**config.mk**
```make
export PLATFORM = sky130hd
export DESIGN_NAME = gtsp_nbr
export DESIGN_NICKNAME = d
export VERILOG_FILES = /design/src/hdl/gtsp_pkg.sv /design/src/hdl/gtsp_nbr.sv
export SDC_FILE = /design/constraint.sdc
export NUM_CORES = 1
export LEC_CHECK = 0
export BUFFER_PORTS_ARGS = -buffer_cell sky130_fd_sc_hd__buf_2
export CORE_MARGIN = 2
export CORE_UTILIZATION = 55
export DETAILED_ROUTE_END_ITERATION = 10
export GPL_TIMING_DRIVEN = 0
export PLACE_DENSITY = 0.88
export RECOVER_POWER = 50
export SYNTH_ARGS = -nofsm -noshare
export SYNTH_HDL_FRONTEND = slang
export SYNTH_SLANG_ARGS = --single-unit
```
**constraint.sdc**
```tcl
create_clock -name vclk -period 12.74
set_input_delay 1.274 -clock vclk [all_inputs]
set_output_delay 1.274 -clock vclk [all_outputs]
set_load 0.02 [all_outputs]
```
**src/hdl/gtsp_pkg.sv**
```systemverilog
// Shared types, constants and the move table for the grid path search.
`timescale 1ns / 1ps
`default_nettype none
package gtsp_pkg;

  // Default sizes
  localparam int DEF_MAX_COLS  = 32;
  localparam int DEF_MAX_ROWS  = 64;
  localparam int DEF_COST_BITS = 16;

  // Configuration register fields and reset values
  localparam int GW_BITS = 6;
  localparam int GH_BITS = 7;
  localparam logic [GW_BITS-1:0] GW_RESET = 6'd32;
  localparam logic [GH_BITS-1:0] GH_RESET = 7'd64;

  // Register indexes
  localparam logic REG_GRID_WIDTH  = 1'b0;
  localparam logic REG_GRID_HEIGHT = 1'b1;

  // Number of moves per state
  localparam int NUM_MOVES = 9;

  // Cell kinds
  typedef enum logic [1:0] {
    KIND_ORDINARY = 2'd0,
    KIND_START    = 2'd1,
    KIND_TARGET   = 2'd2,
    KIND_BLOCKED  = 2'd3
  } kind_t;

  typedef struct packed {
    logic [1:0] cell_kind;
    logic [3:0] cell_cost;
    logic       last_cell;
  } in_item_t;

  typedef struct packed {
    logic [15:0] min_cost;
    logic        reachable;
  } out_item_t;

  typedef struct packed {
    kind_t      kind;
    logic [3:0] cost;
  } cell_t;

  // Row offset of move k, two's complement
  function automatic logic [2:0] move_di(input logic [3:0] k);
    logic [2:0] d;
    case (k)
      4'd0:    d = 3'b110;
      4'd1:    d = 3'b111;
      4'd2:    d = 3'b111;
      4'd3:    d = 3'b000;
      4'd4:    d = 3'b000;
      4'd5:    d = 3'b000;
      4'd6:    d = 3'b001;
      4'd7:    d = 3'b001;
      4'd8:    d = 3'b010;
      default: d = 3'b000;
    endcase
    return d;
  endfunction

  // Column step of move k
  function automatic logic [1:0] move_dj(input logic [3:0] k);
    logic [1:0] d;
    case (k)
      4'd0:    d = 2'd1;
      4'd1:    d = 2'd1;
      4'd2:    d = 2'd2;
      4'd3:    d = 2'd1;
      4'd4:    d = 2'd2;
      4'd5:    d = 2'd3;
      4'd6:    d = 2'd1;
      4'd7:    d = 2'd2;
      4'd8:    d = 2'd1;
      default: d = 2'd1;
    endcase
    return d;
  endfunction

endpackage
`default_nettype wire

```
**src/hdl/gtsp_nbr.sv**
```systemverilog
// Neighbor generator: coordinates, bounds check and cell address of one move.
`timescale 1ns / 1ps
`default_nettype none
module gtsp_nbr #(
  parameter int MAX_COLS = gtsp_pkg::DEF_MAX_COLS,
  parameter int MAX_ROWS = gtsp_pkg::DEF_MAX_ROWS
) (
  input  wire logic [((MAX_COLS > 1) ? $clog2(MAX_COLS) : 1)-1:0]     x,
  input  wire logic [((MAX_ROWS > 1) ? $clog2(MAX_ROWS) : 1)-1:0]     y,
  input  wire logic                                                   side,
  input  wire logic [3:0]                                             k,
  input  wire logic [$clog2(MAX_COLS+1)-1:0]                          w,
  input  wire logic [$clog2(MAX_ROWS+1)-1:0]                          h,
  output logic                                                        inb,
  output logic [((MAX_COLS > 1) ? $clog2(MAX_COLS) : 1)-1:0]          nx,
  output logic [((MAX_ROWS > 1) ? $clog2(MAX_ROWS) : 1)-1:0]          ny,
  output logic [((MAX_COLS*MAX_ROWS > 1) ? $clog2(MAX_COLS*MAX_ROWS) : 1)-1:0] caddr
);
  import gtsp_pkg::*;

  localparam int XW  = (MAX_COLS > 1) ? $clog2(MAX_COLS) : 1;
  localparam int YW  = (MAX_ROWS > 1) ? $clog2(MAX_ROWS) : 1;
  localparam int CW  = $clog2(MAX_COLS + 1);
  localparam int CAW = (MAX_COLS * MAX_ROWS > 1) ? $clog2(MAX_COLS * MAX_ROWS) : 1;
  localparam int PW  = YW + CW + 1;

  logic [2:0]    di;
  logic [1:0]    dj;
  logic [XW+2:0] sx;
  logic [YW+2:0] sy;
  logic [PW-1:0] prod;

  // Column moves left on side 1, right on side 0; negative shows in the top bit
  always_comb begin
    di = move_di(k);
    dj = move_dj(k);
    if (side) begin
      sx = {3'b000, x} - {{(XW+1){1'b0}}, dj};
    end else begin
      sx = {3'b000, x} + {{(XW+1){1'b0}}, dj};
    end
    sy = {3'b000, y} + {{YW{di[2]}}, di};
    inb = !sx[XW+2] && ((XW+3)'(sx) < (XW+3)'(w)) &&
          !sy[YW+2] && ((YW+3)'(sy) < (YW+3)'(h));
    nx = sx[XW-1:0];
    ny = sy[YW-1:0];
    prod = PW'(ny) * PW'(w) + PW'(nx);
    caddr = prod[CAW-1:0];
  end

endmodule
`default_nettype wire

```
==> flow_summary.ini <==
[yosys]
yosys-top-cells-count = inv_1, ha_1, and2_1
synth_top_area_cell = ha_1
ys_warn_count = 0
ys_seq_area_share_pct = 0
syn_area_mm2 = 0.002172
synth.net_count = 368
yosysTopAreaCellShare_pct = 29.38
syn_avg_cell_area_um2 = 8.135
synthTopCellsByArea = ha_1, fa_1, inv_1, and2_1, xnor2_1
syn_inst = 267
yosysMostFrequentCell = inv_1
synth_cell_types = 41

[power]
max-vdd-ir-drop_v = 0.0001698
leakage_nw = 1.374
p_total_uw = 380.6
power_density_mw_per_mm2 = 154.2

[setup_path]
path_cells = buf_2, ha_1, nor2_1, a21oi_1, nor2_1, ha_1, a21oi_1, a21oi_1, xnor2_1, and2_1, fa_1, ha_1, inv_1, fa_1, fa_1, inv_1, ha_1, nand2_1, o21ai_0, or2_2, o41ai_1, o21ai_0, xnor2_1, buf_2
cp_max_fo = 8
cp_num_buf_inv = 4
cp.arrival_ns = 7.40
crit_required_ns = 11.47
crit_type = in2out
crit_top_cell = ha_1
critPathSlowestCell = a21oi_1
crit_path_end_kind = output pin
worst-path-stages = 24
critPathMaxStageDelay_ns = 0.61
cpLargestDelayFamily = adder cells
start_kind = input port

[final_layout]
nFlopsAndLatches = 0
final_util_pct = 66.43
nets = 421
layout-drive-gt1-share_pct = 16.35
diodes = 0
fin_cells = 366
areaGrowthSynthToFinish_pct = 13.65
ff_latch_area_um2 = 0
n_clock_buffer = 0
fillers = 330

[timing]
drv_slew = 0
slew_headroom_pct = 49.97
layout_min_cycle_time_ns = 8.672
tightest_slew_ns = 0.7504
rsz0062_at_grt = no
hold_viol = 0
setup_viol = 0
final.setup.tns_ns = 0
hold_slack_ns = 2.980
fin_crit_sh_pct = 68.07
max_freq_mhz = 115.3

[worst_hold_path]
worst_hold_path_type = in2out
min_delay_path_depth = 3

[floorplanning]
fp.coreArea_mm2 = 0.003716
die_y_um = 66.84
rows = 22
dieArea_mm2 = 0.004468
start_util_pct = 58.45
ios = 52
die_x_um = 66.84

[clock_tree]
cts_resized = 0
cts_hold_buf = 0
cts_setup_buffers = 0

[grt]
grt_max_degree = 10
grt_pass1_vias = 1838
grt_pass1_wl_um = 7500
grt_usage_pct = 20.70
antenna_found_initial = 0
overflow = 0

[detailed_routing]
wl_per_cell_um = 12.15
wl_um = 4447
drt_iter0_markers = 85
num_vias = 1901
via_per_inst = 5.194
ant_nets = 0
drt-pass1-iter-count = 4
drc = 0

[placement]
numPortBuffers = 51
hpwl_um = 3941
place_inst = 366
gp_congestion = 0.7918

[job]
maxCapViolCount = 0

[outcome]
status = finished clean
## layout by cell type, fill, tap and decap left out, drive strengths merged
| cell | instances |
|---|---|
| inv | 53 |
| nor2 | 11 |
| nand3b | 1 |
| or2 | 1 |
| clkbuf | 9 |
| or4 | 2 |
| or2b | 1 |
| and2 | 28 |
| mux2i | 4 |
| a211oi | 2 |
| a21oi | 13 |
| o21ai | 10 |
| mux2 | 1 |
| nand3 | 1 |
| a31oi | 1 |
| xor2 | 6 |
| or3b | 1 |
| o21a | 2 |
| o41ai | 1 |
| nand2 | 17 |
| nand2b | 3 |
| nor3b | 1 |
| nor2b | 3 |
| nand4 | 2 |
| nor3 | 1 |
| o21bai | 2 |
| nor4b | 1 |
| nor4 | 1 |
| ha | 51 |
| a21o | 2 |
| a21bo | 1 |
| a211o | 1 |
| o211ai | 4 |
| fa | 21 |
| or3 | 2 |
| xnor2 | 13 |
| buf | 44 |
## metal layers
metal | wire length [um] | track usage, % | share of wire [%]
met1 | 1942 | 26.25 | 44
met2 | 2382 | 40.00 | 54
met3 | 122 | 0.8446 | 2.7
met4 | 0 | 1.531 | 0
met5 | 0 | 0 | 0
## logic make-up (layout without fill, tap and decap cells)
group,count (synthesis),in the layout,synth area share (%)
buffers and inverters,55,106,9.620
adders and majority gates,72,72,48.73
AOI/OAI and AO/OA,39,39,11.12
muxes,5,5,2.938
xor gates and xnor gates,19,19,8.007
and+or+nand+nor,77,77,19.59
## final timing paths
path / startpoint / endpoint / slack [ns]
max: k[1] / caddr[10] / 4.07
min: x[4] / nx[4] / 2.98
## where the power goes
group          switching (mW)  internal, mW  leakage (nW)
clock                       0             0             0
combinational           0.225         0.156          1.37
sequential                  0             0             0
total                   0.225         0.156          1.37
## cell type report
class / count / area (um^2) / share of cell area (%)
Timing Repair Buffer: 51 / 244.0 / 9.883
Inverter: 53 / 198.9 / 8.059
Multi-Input combinational cell: 212 / 1956 / 79.22
Tap cell: 48 / 60.06 / 2.433
Buffer: 2 / 10.01 / 0.4055
## per-stage QoR
stage	instance area (um^2)	setup WS [ns]
2_1_floorplan	2172	4.534
3_3_place_gp	2487	4.148
3_5_place_dp	2487	4.050
4_1_cts	2487	4.032
5_1_grt	2469	3.677
6_report	2469	4.068
Note: power is estimated with default switching activity, not from simulation.
